**config.mk**
```make
export PLATFORM = sky130hd
export DESIGN_NAME = button_mode_led_animator
export DESIGN_NICKNAME = d
export VERILOG_FILES = /design/src/rtl/core/bam_pkg.sv /design/src/rtl/core/bam_button.sv /design/src/rtl/core/bam_anim.sv /design/src/rtl/core/button_mode_led_animator.sv
export SDC_FILE = /design/constraint.sdc
export NUM_CORES = 1
export LEC_CHECK = 0
export ABC_AREA = 1
export BUFFER_PORTS_ARGS = -buffer_cell sky130_fd_sc_hd__buf_4
export CAP_MARGIN = 5
export CELL_PAD_IN_SITES_DETAIL_PLACEMENT = 1
export CELL_PAD_IN_SITES_GLOBAL_PLACEMENT = 1
export CORE_MARGIN = 8
export CORE_UTILIZATION = 43
export DETAILED_ROUTE_END_ITERATION = 8
export HOLD_SLACK_MARGIN = 0.05
export PLACE_DENSITY = 0.85
export SKIP_LAST_GASP = 1
export SYNTH_ARGS = -nofsm -noshare
export SYNTH_HDL_FRONTEND = slang
export SYNTH_SLANG_ARGS = --single-unit
```
**constraint.sdc**
```tcl
create_clock -name i_clk -period 4.33 [get_ports i_clk]
set_input_delay 0.433 -clock i_clk [delete_from_list [all_inputs] [get_ports i_clk]]
set_output_delay 0.433 -clock i_clk [all_outputs]
set_load 0.01 [all_outputs]
```
**src/rtl/core/bam_pkg.sv**
```systemverilog
// Shared types and constants for the button mode lamp animator.
// Payload structs, state enums, event codes and register indexes.
// No dependencies.
package bam_pkg;

    localparam int TIMER_W   = 16;
    localparam int LAMPS_W   = 5;
    localparam int MODE_W    = 3;
    localparam int EVENT_W   = 2;
    localparam int PICK_W    = 3;
    localparam int CFG_IDX_W = 3;

    localparam logic [TIMER_W-1:0] TIMER_MAX = '1;

    typedef enum logic [1:0] {
        PH_IDLE     = 2'd0,
        PH_DEBOUNCE = 2'd1,
        PH_PRESSED  = 2'd2,
        PH_WAIT     = 2'd3
    } t_phase;

    typedef enum logic [MODE_W-1:0] {
        MODE_OFF    = 3'd0,
        MODE_ON     = 3'd1,
        MODE_TOGGLE = 3'd2,
        MODE_SWEEP  = 3'd3,
        MODE_RANDOM = 3'd4
    } t_mode;

    typedef enum logic [EVENT_W-1:0] {
        EV_NONE  = 2'd0,
        EV_SHORT = 2'd1,
        EV_LONG  = 2'd2
    } t_event;

    typedef enum logic [CFG_IDX_W-1:0] {
        REG_DEBOUNCE   = 3'd0,
        REG_LONG_PRESS = 3'd1,
        REG_TOGGLE     = 3'd2,
        REG_SWEEP      = 3'd3,
        REG_RANDOM     = 3'd4
    } t_reg_idx;

    localparam logic [TIMER_W-1:0] DEBOUNCE_RST   = 16'd50;
    localparam logic [TIMER_W-1:0] LONG_PRESS_RST = 16'd3000;
    localparam logic [TIMER_W-1:0] TOGGLE_RST     = 16'd200;
    localparam logic [TIMER_W-1:0] SWEEP_RST      = 16'd100;
    localparam logic [TIMER_W-1:0] RANDOM_RST     = 16'd150;

    typedef struct packed {
        logic              button_level;
        logic [PICK_W-1:0] random_pick;
    } t_in_item;

    typedef struct packed {
        logic [LAMPS_W-1:0] lamps;
        logic [MODE_W-1:0]  mode;
        logic [EVENT_W-1:0] press_event;
    } t_out_item;

    function automatic logic [TIMER_W-1:0] sat_inc(input logic [TIMER_W-1:0] t);
        return (t == TIMER_MAX) ? TIMER_MAX : t + 16'd1;
    endfunction

endpackage

```
**src/rtl/core/bam_button.sv**
```systemverilog
// Button machine: idle, debounce, pressed, wait-release with a saturating timer.
// Classifies each tick as no event, short press or long press.
// Depends on bam_pkg.
module bam_button (
    input  logic                          i_clk,
    input  logic                          i_rst_n,
    input  logic                          i_step,
    input  logic                          i_pressed,
    input  logic [bam_pkg::TIMER_W-1:0]   i_debounce_ticks,
    input  logic [bam_pkg::TIMER_W-1:0]   i_long_press_ticks,
    output bam_pkg::t_event               o_event
);
    import bam_pkg::*;

    t_phase               r_phase, n_phase;
    logic [TIMER_W-1:0]   r_timer, n_timer;
    t_event               n_event;

    always_comb begin
        n_timer = sat_inc(r_timer);
        n_phase = r_phase;
        n_event = EV_NONE;
        case (r_phase)
            PH_IDLE: begin
                if (i_pressed) begin
                    n_timer = '0;
                    n_phase = PH_DEBOUNCE;
                end
            end
            PH_DEBOUNCE: begin
                if (n_timer >= i_debounce_ticks) begin
                    if (i_pressed) begin
                        n_timer = '0;
                        n_phase = PH_PRESSED;
                    end else begin
                        n_phase = PH_IDLE;
                    end
                end
            end
            PH_PRESSED: begin
                if (!i_pressed) begin
                    n_phase = PH_IDLE;
                    n_event = EV_SHORT;
                end else if (n_timer >= i_long_press_ticks) begin
                    n_phase = PH_WAIT;
                    n_event = EV_LONG;
                end
            end
            default: begin
                if (!i_pressed) begin
                    n_phase = PH_IDLE;
                end
            end
        endcase
    end

    assign o_event = n_event;

    always_ff @(posedge i_clk) begin
        if (!i_rst_n) begin
            r_phase <= PH_IDLE;
            r_timer <= '0;
        end else if (i_step) begin
            r_phase <= n_phase;
            r_timer <= n_timer;
        end
    end

endmodule

```
**src/rtl/core/bam_anim.sv**
```systemverilog
// Mode register and lamp animation: on, toggle, back-and-forth sweep, random lamp.
// Applies press events first, then runs the animation of the resulting mode.
// Depends on bam_pkg.
module bam_anim #(
    parameter int LAMP_COUNT = 5
) (
    input  logic                          i_clk,
    input  logic                          i_rst_n,
    input  logic                          i_step,
    input  bam_pkg::t_event               i_event,
    input  logic [bam_pkg::PICK_W-1:0]    i_pick,
    input  logic [bam_pkg::TIMER_W-1:0]   i_toggle_period,
    input  logic [bam_pkg::TIMER_W-1:0]   i_sweep_period,
    input  logic [bam_pkg::TIMER_W-1:0]   i_random_period,
    output logic [LAMP_COUNT-1:0]         o_lamps,
    output bam_pkg::t_mode                o_mode
);
    import bam_pkg::*;

    localparam int PW = $clog2(LAMP_COUNT + 1);
    localparam int VW = 5;
    localparam logic [LAMP_COUNT-1:0] ALL_LAMPS = '1;
    localparam logic [LAMP_COUNT-1:0] ONE_LAMP  = LAMP_COUNT'(1);
    localparam logic [PW-1:0]         POS_LAST  = PW'(LAMP_COUNT - 1);
    localparam logic [PW-1:0]         POS_COUNT = PW'(LAMP_COUNT);
    localparam logic [VW-1:0]         PICK_MOD  = VW'(LAMP_COUNT);

    t_mode                r_mode, n_mode;
    logic [TIMER_W-1:0]   r_timer, n_timer;
    logic [PW-1:0]        r_pos, n_pos;
    logic                 r_fwd, n_fwd;
    logic [LAMP_COUNT-1:0] r_lamps, n_lamps;
    logic [VW-1:0]        pick_idx;

    // Fold the pick into range by repeated subtraction; pick is below 8.
    always_comb begin
        pick_idx = {{(VW-PICK_W){1'b0}}, i_pick};
        for (int k = 0; k < 3; k++) begin
            if (pick_idx >= PICK_MOD) begin
                pick_idx = pick_idx - PICK_MOD;
            end
        end
    end

    always_comb begin
        n_timer = sat_inc(r_timer);
        n_mode  = r_mode;
        n_pos   = r_pos;
        n_fwd   = r_fwd;
        n_lamps = r_lamps;

        case (i_event)
            EV_SHORT: begin
                n_mode  = (r_mode == MODE_RANDOM || r_mode > MODE_RANDOM) ? MODE_OFF
                        : t_mode'(r_mode + 3'd1);
                n_lamps = '0;
                n_pos   = '0;
                n_fwd   = 1'b1;
            end
            EV_LONG: begin
                n_mode  = MODE_OFF;
                n_lamps = '0;
                n_fwd   = 1'b1;
            end
            default: ;
        endcase

        case (n_mode)
            MODE_ON: begin
                n_lamps = ALL_LAMPS;
            end
            MODE_TOGGLE: begin
                if (n_timer >= i_toggle_period) begin
                    n_lamps = ~n_lamps;
                    n_timer = '0;
                end
            end
            MODE_SWEEP: begin
                if (n_timer >= i_sweep_period) begin
                    n_lamps = (n_pos < POS_COUNT) ? (ONE_LAMP << n_pos) : '0;
                    if (n_fwd) begin
                        n_pos = n_pos + PW'(1);
                    end else if (n_pos != '0) begin
                        n_pos = n_pos - PW'(1);
                    end
                    // Flip at either end of the row.
                    if (n_pos >= POS_LAST || n_pos == '0) begin
                        n_fwd = ~n_fwd;
                    end
                    n_timer = '0;
                end
            end
            MODE_RANDOM: begin
                if (n_timer >= i_random_period) begin
                    n_lamps = ONE_LAMP << pick_idx;
                    n_timer = '0;
                end
            end
            default: begin
                n_lamps = '0;
            end
        endcase
    end

    assign o_lamps = n_lamps;
    assign o_mode  = n_mode;

    always_ff @(posedge i_clk) begin
        if (!i_rst_n) begin
            r_mode  <= MODE_ON;
            r_timer <= '0;
            r_pos   <= '0;
            r_fwd   <= 1'b1;
            r_lamps <= '0;
        end else if (i_step) begin
            r_mode  <= n_mode;
            r_timer <= n_timer;
            r_pos   <= n_pos;
            r_fwd   <= n_fwd;
            r_lamps <= n_lamps;
        end
    end

endmodule

```
**src/rtl/core/button_mode_led_animator.sv**
```systemverilog
// Button mode lamp animator: top level with input register, result register
// and configuration registers. Depends on bam_pkg, bam_button and bam_anim.
//
// Usage:
//   Send one item per millisecond tick on the input channel (i_in_valid /
//   o_in_ready / i_in): the active-low button level and a lamp pick for random
//   mode. Each item gives exactly one result on the output channel
//   (o_out_valid / i_out_ready / o_out): the lamp pattern, the display mode and
//   the press event seen on that tick.
//   An accepted item sits in the input register, and its tick is computed into
//   the result register when the stage steps, and the result is shown from the
//   result register. Throughput is one item per cycle while the receiver does
//   not stall; the tick update is a single pass of timer compares and counter
//   updates on the state word.
//   When the receiver stalls, the result register holds and the input
//   register fills, after which o_in_ready drops; nothing is lost.
//   Reset (synchronous, active low) empties both registers, loads the default
//   timings and sets the mode to all on with the lamps off.
//   Write configuration registers through i_cfg_we / i_cfg_idx / i_cfg_data
//   only while no item is in flight.
module button_mode_led_animator #(
    parameter int LAMP_COUNT = 5
) (
    input  logic                            i_clk,
    input  logic                            i_rst_n,
    input  logic                            i_in_valid,
    output logic                            o_in_ready,
    input  bam_pkg::t_in_item               i_in,
    output logic                            o_out_valid,
    input  logic                            i_out_ready,
    output bam_pkg::t_out_item              o_out,
    input  logic                            i_cfg_we,
    input  logic [bam_pkg::CFG_IDX_W-1:0]   i_cfg_idx,
    input  logic [bam_pkg::TIMER_W-1:0]     i_cfg_data
);
    import bam_pkg::*;

    localparam int LW = (LAMP_COUNT > LAMPS_W) ? LAMP_COUNT : LAMPS_W;

    logic [TIMER_W-1:0] r_debounce, r_long_press, r_toggle, r_sweep, r_random;

    logic       r_in_valid;
    t_in_item   r_in;
    logic       r_out_valid;
    t_out_item  r_out, n_out;
    logic       step;

    t_event                 press_ev;
    logic [LAMP_COUNT-1:0]  lamps;
    t_mode                  mode;
    logic [LW-1:0]          lamps_wide;

    assign step       = r_in_valid && (!r_out_valid || i_out_ready);
    assign o_in_ready = !r_in_valid || step;

    always_ff @(posedge i_clk) begin
        if (!i_rst_n) begin
            r_debounce   <= DEBOUNCE_RST;
            r_long_press <= LONG_PRESS_RST;
            r_toggle     <= TOGGLE_RST;
            r_sweep      <= SWEEP_RST;
            r_random     <= RANDOM_RST;
        end else if (i_cfg_we) begin
            case (t_reg_idx'(i_cfg_idx))
                REG_DEBOUNCE:   r_debounce   <= i_cfg_data;
                REG_LONG_PRESS: r_long_press <= i_cfg_data;
                REG_TOGGLE:     r_toggle     <= i_cfg_data;
                REG_SWEEP:      r_sweep      <= i_cfg_data;
                REG_RANDOM:     r_random     <= i_cfg_data;
                default: ;
            endcase
        end
    end

    // Input register: take a new item whenever the stage moves on or is empty.
    always_ff @(posedge i_clk) begin
        if (!i_rst_n) begin
            r_in_valid <= 1'b0;
        end else if (o_in_ready) begin
            r_in_valid <= i_in_valid;
        end
    end

    always_ff @(posedge i_clk) begin
        if (o_in_ready && i_in_valid) begin
            r_in <= i_in;
        end
    end

    bam_button u_button (
        .i_clk              (i_clk),
        .i_rst_n            (i_rst_n),
        .i_step             (step),
        .i_pressed          (!r_in.button_level),
        .i_debounce_ticks   (r_debounce),
        .i_long_press_ticks (r_long_press),
        .o_event            (press_ev)
    );

    bam_anim #(
        .LAMP_COUNT (LAMP_COUNT)
    ) u_anim (
        .i_clk           (i_clk),
        .i_rst_n         (i_rst_n),
        .i_step          (step),
        .i_event         (press_ev),
        .i_pick          (r_in.random_pick),
        .i_toggle_period (r_toggle),
        .i_sweep_period  (r_sweep),
        .i_random_period (r_random),
        .o_lamps         (lamps),
        .o_mode          (mode)
    );

    assign lamps_wide = LW'(lamps);

    always_comb begin
        n_out.lamps       = lamps_wide[LAMPS_W-1:0];
        n_out.mode        = mode;
        n_out.press_event = press_ev;
    end

    always_ff @(posedge i_clk) begin
        if (!i_rst_n) begin
            r_out_valid <= 1'b0;
        end else if (step) begin
            r_out_valid <= 1'b1;
        end else if (i_out_ready) begin
            r_out_valid <= 1'b0;
        end
    end

    always_ff @(posedge i_clk) begin
        if (step) begin
            r_out <= n_out;
        end
    end

    assign o_out_valid = r_out_valid;
    assign o_out       = r_out;

    // A computed tick always lands in the result register.
    a_step_fills_out: assert property (@(posedge i_clk) disable iff (!i_rst_n)
        step |=> o_out_valid)
        else $error("tick computed but no result shown");

    // A long press leaves the mode off and the lamps dark.
    a_long_forces_off: assert property (@(posedge i_clk) disable iff (!i_rst_n)
        (o_out_valid && o_out.press_event == EV_LONG) |->
            (o_out.mode == MODE_OFF && o_out.lamps == '0))
        else $error("long press did not force off");

    // Off mode never lights a lamp.
    a_off_dark: assert property (@(posedge i_clk) disable iff (!i_rst_n)
        (o_out_valid && o_out.mode == MODE_OFF) |-> o_out.lamps == '0)
        else $error("lamps lit in off mode");

    // Mode code stays within the five modes.
    a_mode_range: assert property (@(posedge i_clk) disable iff (!i_rst_n)
        o_out_valid |-> (o_out.mode <= MODE_RANDOM))
        else $error("mode code out of range");

endmodule
```
Word level (Yosys, flattened, before mapping)
Index checks and enable logic that the tools add are counted.
{"block": "op_classes", "addsub": 8, "multipliers": 0, "div": 0, "magnitude_cmp": 11, "n_eq_ne": 18, "shifts": 2, "mux": 43, "bitwise_logic": 2, "reduce_logical": 21}
{"op": "$mux W16", "count": 7}
{"op": "$ge A16 B16 Y1", "count": 5}
{"op": "$pmux W16 S3", "count": 1}
{"op": "$mux W5", "count": 8}
{"op": "$add A16 B1 Y16 const B", "count": 2}
{"op": "$eq A16 B16 Y1 const B", "count": 2}
{"op": "$pmux W16 S2", "count": 1}
{"op": "$mux W3", "count": 8}
{"op": "$pmux W5 S4", "count": 1}
{"op": "$mux W2", "count": 9}
{"op": "$eq A3 B2 Y1 const B", "count": 4}
{"op": "$ge A5 B3 Y1 const B", "count": 2}
{"op": "$reduce_and A2 Y1", "count": 5}
{"op": "$sub A5 B3 Y5 const B", "count": 2}
{"op": "$eq A3 B3 Y1 const B", "count": 3}
{"op": "$add A3 B1 Y3 const B", "count": 2}
{"op": "$eq A3 B1 Y1 const B", "count": 2}
{"op": "$ge A3 B3 Y1 const B", "count": 2}
{"op": "$logic_not A3 Y1", "count": 2}
{"op": "$mux W1", "count": 6}
{"op": "$pmux W2 S3", "count": 1}
{"op": "$pmux W3 S2", "count": 1}
{"op": "$not A5 Y5", "count": 1}
{"op": "$reduce_and A5 Y1", "count": 1}
{"op": "other kinds (20)", "count": 27}
{"block": "word_totals", "ff_bits": 142, "latchBits": 0, "mem_bits_rw": 0, "mem_bits_ro": 0, "in_bits": 28, "out_inout_bits": 12, "wordCells": 124, "memories": 0}

Depth between registers and ports, before layout
Gate-level depths: netlist of run 1.
{"block": "depth", "depth_word": 18, "mapped_depth": 31}

By module
From an unflattened synthesis of run 1, not the netlist that was laid out.
{"block": "unflattened", "cells_unflattened": 1401, "area_unflattened_um2": 9542.9}
{"module": "bam_anim", "instances": 1, "cells_each": 581, "area_each_um2": 3724.8, "seq_area_each_um2": 560.5}
{"module": "button_mode_led_animator", "instances": 1, "cells_each": 473, "area_each_um2": 3694.8, "seq_area_each_um2": 2062.0}
{"module": "bam_button", "instances": 1, "cells_each": 347, "area_each_um2": 2123.3, "seq_area_each_um2": 360.3}

Worst setup path before layout of run 1
OpenSTA, ideal clock, no wires.
{"block": "synth_path", "path_type": "reg-to-reg", "start": "register u_button.r_timer[0]", "end": "register u_anim.r_timer[10]", "setup_ns": 0.140, "t_arrival_ns": 3.256, "required_ns": 4.190, "path_slack_ns": 0.934, "path_stages_with_launch": 25, "path_buffers": 2, "period_less_slack_ns": 3.396, "path_cell_list": "dfxtp_1 > ha_1 > nand3_1 > nor3_1 > nand2_1 > nor2_2 > nand3_2 > o21ai_0 > ha_1 > a21oi_1 > nor2_1 > nor2_1 > nand2_1 > nand2_1 > nand3_2 > nand2_2 > buf_6 > nand3_4 > nand2_8 > nand3_2 > nand2_2 > nand2_4 > buf_6 > o21ai_2 > a21oi_2"}
{"block": "synth_via", "elab_chain_len": 10, "elab_cells_between_ends": 14, "classes_between": "add/sub: 1; order compare: 1; eq/ne: 6; mux: 6"}
{"element": "start: declaration", "line": "bam_button.sv:16", "text": "logic [TIMER_W-1:0] r_timer, n_timer;"}
{"element": "start signal: assignment", "line": "bam_button.sv:65", "text": "r_timer <= n_timer;"}
{"element": "$add A16 B1 Y16 or $eq A16 B16 Y1 (tied branches)", "line": "bam_pkg.sv:62", "text": "return (t == TIMER_MAX) ? TIMER_MAX : t + 16'd1;"}
{"element": "$mux W16 *", "line": "bam_pkg.sv:62"}
{"element": "$ge A16 B16 Y1 *", "line": "bam_button.sv:44", "text": "end else if (n_timer >= i_long_press_ticks) begin"}
{"element": "$mux W2 *", "line": "bam_button.sv:44"}
{"element": "$mux W2 *", "line": "bam_button.sv:41", "text": "if (!i_pressed) begin"}
{"element": "$mux W2 *", "line": "bam_button.sv:23", "text": "case (r_phase)"}
{"element": "$eq A2 B2 Y1 or $eq A2 B1 Y1 (tied branches)", "line": "bam_anim.sv:52", "text": "case (i_event)"}
{"element": "$pmux W3 S2 *", "line": "bam_anim.sv:52"}
{"element": "net mode[2]", "line": "button_mode_led_animator.sv:50", "text": "t_mode mode;"}
{"element": "$eq A3 B3 Y1 or $eq A3 B2 Y1 (tied branches)", "line": "bam_anim.sv:68", "text": "case (n_mode)"}
{"element": "$pmux W16 S3 *", "line": "bam_anim.sv:68"}
{"element": "end signal: assignment", "line": "bam_anim.sv:117", "text": "r_timer <= n_timer;"}
{"element": "end: declaration", "line": "bam_anim.sv:29", "text": "logic [TIMER_W-1:0] r_timer, n_timer;"}
Mark *: on every way through the listed nets, which the timed path passes. The rest lies on a longest branch.
A chain may end at the register's enable or synchronous reset.

Worst setup path after layout of run 1
{"block": "layout_path", "start": "register u_anim.r_timer[0]", "end": "register u_anim.r_lamps[3]"}
{"block": "layout_via", "elab_chain_len": 5, "elab_cells_between_ends": 10, "classes_between": "add/sub: 1; order compare: 3; eq/ne: 1; mux: 5"}
{"element": "$add A16 B1 Y16 or $eq A16 B16 Y1 (tied branches)", "line": "bam_pkg.sv:62"}
{"element": "$mux W16 *", "line": "bam_pkg.sv:62"}
{"element": "$ge A16 B16 Y1, on equally long branches", "line": "bam_anim.sv:94, bam_anim.sv:73, bam_anim.sv:79"}
{"element": "$mux W5, on equally long branches", "line": "bam_anim.sv:94, bam_anim.sv:73, bam_anim.sv:79"}
{"element": "$pmux W5 S4 *", "line": "bam_anim.sv:68"}
{"element": "end signal: assignment", "line": "bam_anim.sv:120", "text": "r_lamps <= n_lamps;"}
{"element": "end: declaration", "line": "bam_anim.sv:32", "text": "logic [LAMP_COUNT-1:0] r_lamps, n_lamps;"}
Mark *: on every way between the ends. The rest lies on a longest branch, timed or not.

==> metrics.txt, run 1 <==
status completed; Initial Util 43.6%; Slew @ Worst Pin 1.21 ns; Final #Nets 1433; Cell Area, Placed 9690 um^2; CTS max path bufs 2; WP data arrival 4.30 ns; CP Launch Type flop; Overall Power 0.00335 W; WP data required 4.65 ns; Slew HR between 10% and 20%; worst-skew pair later-pin latency 0.43 ns; Critical Path Fanout Max 8; Synth async-reset ratio 0%; vias in the first global route 9038; IO buf count 39; CTS Hold Bufs 0; Max VDD drop 271 uV; I/O pin count 40; die height 162 um; Final Hold Viols 0; Vias per Instance 5.43; Post-route DRC 0; Antenna Cells 0; Post-Syn Area per Cell between 7 and 8 um^2; post-detail-place hpwl 19100 um; #FFs+latches synth 142; worst-path cell with the longest stage delay dfxtp_1; reg2reg end u_anim.r_lamps[3]; # Max-Cap Violations 0; commonest non-fill, non-tap cell in the layout nand2_1; Hold Path Class input port to flop; clk sink count 142; Synth cell types 45; CP startpoint u_anim.r_timer[0]; wire per inst 16.7 um; Post-Layout Cell Count roughly 1600; Clk pin slew, worst setup/hold paths 0.07 ns; die width approximately 160 um; cell count after synthesis 1269; FF-to-FF setup slack 0.35 ns; Syn-to-layout area delta 13.6%; Syn Nets between 1000 and 1500; TritonCTS clock tree yes; R2R depth 23; Synth Flop Type dfxtp_1; # rows 53; Seq/Total Area, Yosys about 33%; hold path cells 1; yosys warns 0; clock period minus worst slack roughly 4 ns; first-pass GRT wire length approximately 44000 um; gr usage total 20.5%; Hold Crit Start i_in[0]; final setup fails 0; DRT antenna net count 0; clock skew about 0.01 ns; hold path endpoint r_in[0]; Total Wirelength 26700 um; post-synthesis cell area about 9100 um^2; initial antenna violation count 0; Final Wtd Congestion 0.855; Crit. End Element flop; worst r2r src u_anim.r_timer[0]; setup TNS 0 ns; initial drt markers 350; CTS buffer count 17; critical path class flop to flop; grt ovf 0; crit-path cells ha_1 -> nand3_1 -> nor3_2 -> inv_1 -> nor2_1 -> nand4_1 -> inv_1 -> nor2_1 -> inv_1 -> ha_1 -> nand4_1 -> inv_1 -> a21oi_1 -> o21ai_0 -> nor2_1 -> buf_4 -> inv_1 -> nand4_1 -> nor2_1 -> nor2_1 -> nand3_1 -> nand2_1 -> inv_1; critical path's most frequent cell inv_1; H-tree Lvls 4; fin crit share ~90%; Via Count 8651; core area 20900 um^2; root buf cell clkbuf_16; drt first pass iters 5; Die ar. approximately 26000 um^2; number of synthesized flops with an enable pin 14; dpl cells about 1600; Final Slew Violations 0; share of layout cells above drive strength 1 11.9%; largest net degree at the start of global routing 82; final std cell area, no fill between 10000 and 15000 um^2; most frequent cells in the layout nand2_1 (232), inv_1 (194), a21oi_1 (137); Max Freq 252 MHz; PwrDens approximately 320 nW/um^2; Crit path largest cell delay between 0.3 and 0.4 ns; leakage between 4 and 5 nW
-- worst max-delay path by stage --
stage	slack (ns)	endpoint	cells after the start
floorplan	0.93	u_anim.r_timer[10]	24
global placement	0.36	u_anim.r_timer[2]	22
detailed placement	0.09	u_anim.r_timer[6]	22
CTS	0.06	u_anim.r_timer[1]	22
global route	-0.02	u_anim.r_lamps[4]	22
finish	0.35	u_anim.r_lamps[3]	23
-- worst max-delay path, delay by kind of cell (launching register included) --
family | cells | cell delay, ns
AND/OR/NAND/NOR | 12 | 1.70
flip-flops | 1 | 0.39
buffers and inverters | 7 | 1.01
adder cells (fa/ha/maj) | 2 | 0.49
AO/OA/AOI/OAI | 2 | 0.26
-- per-stage QoR --
step | worst slack [ns] | util (%) | hold WS (ns)
3_3_place_gp | 0.359 | 46.4 | 0.449
4_1_cts | 0.0586 | 49.2 | 0.164
6_report | 0.355 | 49.5 | 0.180
2_1_floorplan | 0.934 | - | 0.435
5_1_grt | -0.0218 | 49.5 | 0.173
3_5_place_dp | 0.0863 | 46.4 | 0.456
-- area by class of cell --
cell class	instances	area (um^2)
fillers	2706	10500
multi-input cells	887	5240
flip-flops and latches	142	2990
inverters	202	763
clock buffers	20	457
repair buffers	56	420
well taps	275	344
clock inverters	12	136
-- state kept, by name (all words and copies together), names as in the netlist, 4 cells and up --
signal / flops
r_debounce: 16
r_long_press: 16
r_random: 16
r_sweep: 16
r_toggle: 16
u_anim.r_timer: 16
u_button.r_timer: 16
o_out: 10
u_anim.r_lamps: 5
r_in: 4
-- where the power goes --
part / switching, W / total [W] / internal, W
combinational: 0.000299 / 0.000442 / 0.000143
sequential: 0.0000237 / 0.00140 / 0.00138
clock: 0.000620 / 0.00150 / 0.000883
total: 0.000943 / 0.00335 / 0.00241
-- cell usage after synthesis, types with 4 or more instances --
| library cell | instances | area [um^2] |
|---|---|---|
| o211ai_1 | 20 | 150 |
| nor3_1 | 10 | 50.1 |
| nand3_2 | 4 | 40.0 |
| xor2_1 | 10 | 87.6 |
| o21bai_2 | 7 | 78.8 |
| nand4_1 | 20 | 125 |
| edfxtp_1 | 14 | 420 |
| nor2_1 | 104 | 390 |
| nand2_2 | 10 | 62.6 |
| nand3_1 | 62 | 310 |
| dfxtp_1 | 128 | 2560 |
| inv_1 | 195 | 732 |
| nor3_2 | 6 | 60.1 |
| nand2_1 | 233 | 875 |
| ha_1 | 99 | 1240 |
| a21oi_1 | 137 | 686 |
| o21ai_0 | 107 | 536 |
| nand3b_1 | 4 | 30.0 |
| clkbuf_1 | 32 | 120 |
| o21ai_1 | 5 | 25.0 |
| o21ai_2 | 4 | 35.0 |
| a21oi_2 | 11 | 96.3 |
| nor2_2 | 4 | 25.0 |
-- logic make-up after synthesis --
group	share of synthesized area [%]
AND/OR/NAND/NOR	23.2
buffers and inverters	10.3
XOR/XNOR	1.15
AO/OA/AOI/OAI	18.9
flip-flops	32.8
adder cells (fa/ha/maj)	13.6
-- repair_timing --
item	CTS	global route
buffers inserted	0	1
setup endpoints to repair	0	32
resized for setup	0	17
-- metal layers --
metal	vias up	part of all wire (%)	GRT usage [%]	routed length [um]
met3	49	2.9	3.00	780
met5	-	0	0	0
met2	146	51	36.4	13500
li1	4262	-	-	-
met4	0	2.5	7.45	674
met1	4194	44	24.7	11700
(Power assumes the default switching activity.)
==> inputs of run 2 (changes only) <==
--- a/config.mk
+++ b/config.mk
@@ -14,7 +14,7 @@
 export CORE_UTILIZATION = 43
 export DETAILED_ROUTE_END_ITERATION = 8
 export HOLD_SLACK_MARGIN = 0.05
-export PLACE_DENSITY = 0.85
+export PLACE_DENSITY = 0.88
 export SKIP_LAST_GASP = 1
 export SYNTH_ARGS = -nofsm -noshare
 export SYNTH_HDL_FRONTEND = slang
==> run 2 against run 1 <==
  * Via count increased by 0.89%
  * Largest cell class unchanged
  * Register-to-register slack got worse by 0.12 ns
  * Critical endpoint is now u_anim.r_timer[1]
  * Critical path depth rose by 1
  * Clock-buffer cell count shrank 2
  * Non-clock buffer count unchanged
  * Global-route usage grew 0.46 points
  * Clock power about the same
  * Highest routed layer unchanged
  * Wire length up 1.8%
==> metrics.txt, run 2 (synthesis gave the netlist of run 1 again) <==
wire per inst 17.1 um; Slew HR 19.2%; status completed; Levels on crit path 24; Setup WS pre-CTS around 0.073 ns; final setup fails 0; leakage 4.67 nW; most frequent cells in the layout nand2_1 (232), inv_1 (193), a21oi_1 (137); PwrDens 326 nW/um^2; commonest non-fill, non-tap cell in the layout nand2_1; WP buf/inv 2; IO buf count 39; DR WL met3 926 um; Hold Path Class input port to flop; final std cell area, no fill 10400 um^2; I/O pin count 40; reg2reg end u_anim.r_timer[1]; sequential share of power 41.5%; Final #Nets 1433; clock period minus worst slack 4.10 ns; Critical Path Fanout Max 16; WL met1 11800 um; Final Wtd Congestion 0.868; root buf cell clkbuf_16; Net Sw Frac 28.7%; gr usage total 21.0%; cell internal pwr 0.00241 W; Vias per Instance 5.48; clock skew 0.00973 ns; die width roughly 160 um; WL met2 13900 um; Max Used Layer met4; CP startpoint u_button.r_timer[1]; die height 162 um; H-tree Lvls 4; Cell Area, Placed 9680 um^2; worst-path cell with the longest stage delay dfxtp_1; clk sink count 142; # rows 53; critical path class flop to flop; Crit path largest cell delay 0.38 ns; drt first pass iters 5; # Max-Cap Violations 0; Antenna Cells 0; Syn-to-layout area delta 14.1%; CTS buffer count 17; core area 20900 um^2; worst-skew pair later-pin latency 0.44 ns; WP data arrival ~4.4 ns; final core occ 49.7%; fin crit share 94.6%; Clock Power Share between 40 and 50%; Max Freq 244 MHz; Final Slew Violations 0; crit-path cells nand3_1 -> nor3_2 -> inv_1 -> nor2_4 -> nand4_1 -> nor2_2 -> buf_4 -> a21oi_1 -> a31oi_1 -> o31ai_2 -> ha_1 -> nand2_1 -> nor3_2 -> nand3_2 -> nand3_4 -> nand2_8 -> nand2_2 -> nand2_1 -> nand2_4 -> nand3_2 -> nand2_2 -> nand2_8 -> o21ai_1 -> a21oi_1; initial drt markers about 390; FF-to-FF setup slack 0.23 ns; delay-heaviest family, CP simple AND/OR/NAND/NOR gates; R2R depth 24; post-detail-place hpwl slightly below 20000 um; Final Hold Viols 0; Setup WS post-layout 0.234 ns; initial antenna violation count 0; CP Launch Type flop; CTS Hold Bufs 0; Slew @ Worst Pin around 1.2 ns; Die ar. 26100 um^2; DRT antenna net count 0; CTS max path bufs 2; combinational power share 13.3%; NetSw 0.000971 W; largest net degree at the start of global routing 81; worst r2r src u_button.r_timer[1]; grt ovf 0; Worst Setup EP u_anim.r_timer[1]; Initial Util between 40% and 50%; Max VDD drop a little under 300 uV; vias in the first global route 9168; WP data required 4.62 ns; Via Count ~8700; Clk pin slew, worst setup/hold paths around 0.06 ns; Crit. End Element flop; first-pass GRT wire length 44800 um; Total Wirelength 27200 um; share of layout cells above drive strength 1 12.3%; TritonCTS clock tree yes; Hold Crit Start i_in[0]; Post-route DRC 0
[run 2: changes by cell type in the layout (fill, tap and decap cells not counted), moves of 2 or more]
cell and delta:
inv_6 +4, clkinv_4 -3, o21ai_2 +3, clkbuf_8 -2
nand3_1 -2, nand3_4 +2, nor2_2 -2, o21ai_1 -2
[run 2: cell type report]
| type | count | area (um^2) |
|---|---|---|
| fillers | 2655 | 10500 |
| multi-input cells | 887 | 5270 |
| flip-flops and latches | 142 | 2990 |
| inverters | 202 | 767 |
| clock buffers | 18 | 450 |
| repair buffers | 56 | 420 |
| well taps | 275 | 344 |
| clock inverters | 14 | 151 |
[run 2: what timing repair did]
action / 4_1_cts / 5_1_grt
buffers inserted: 0 / 3
endpoints found under the setup margin: 4 / 44
gates resized for setup: 1 / 25
pin swaps: 0 / 3
[run 2: layer usage]
metal	vias up	track usage (%)
met1	4248	24.7
met4	0	7.41
li1	4274	-
met5	-	0
met3	46	3.21
met2	160	37.9
[run 2: through the flow]
| step | TNS (ns) | std cells | hold slack (ns) | total power [W] |
|---|---|---|---|---|
| after floorplan | 0 | 1269 | 0.435 | 0.00173 |
| after CTS | 0 | 1591 | 0.163 | 0.00339 |
| after global placement | 0 | 1559 | 0.450 | 0.00184 |
| after detailed placement | 0 | 1559 | 0.457 | 0.00187 |
| after global routing | -0.186 | 1594 | 0.163 | 0.00351 |
| final | 0 | 1594 | 0.174 | 0.00338 |
[run 2: worst min-delay path by stage]
| stage | end | cells after the start |
|---|---|---|
| finish | r_in[0] | 1 |
| global route | r_in[2] | 1 |
| CTS | r_in[2] | 1 |
| detailed placement | r_toggle[10] | 2 |
| global placement | u_anim.r_fwd | 2 |
| floorplan | r_debounce[10] | 2 |
[run 2: power by group through the flow]
stage | clock network [W] | registers, W | logic [W]
final | 0.00153 | 0.00140 | 0.000451
after global routing | 0.00160 | 0.00141 | 0.000504
after CTS | 0.00154 | 0.00140 | 0.000447
after detailed placement | 0 | 0.00143 | 0.000436
after global placement | 0 | 0.00143 | 0.000414
after floorplan | 0 | 0.00143 | 0.000300
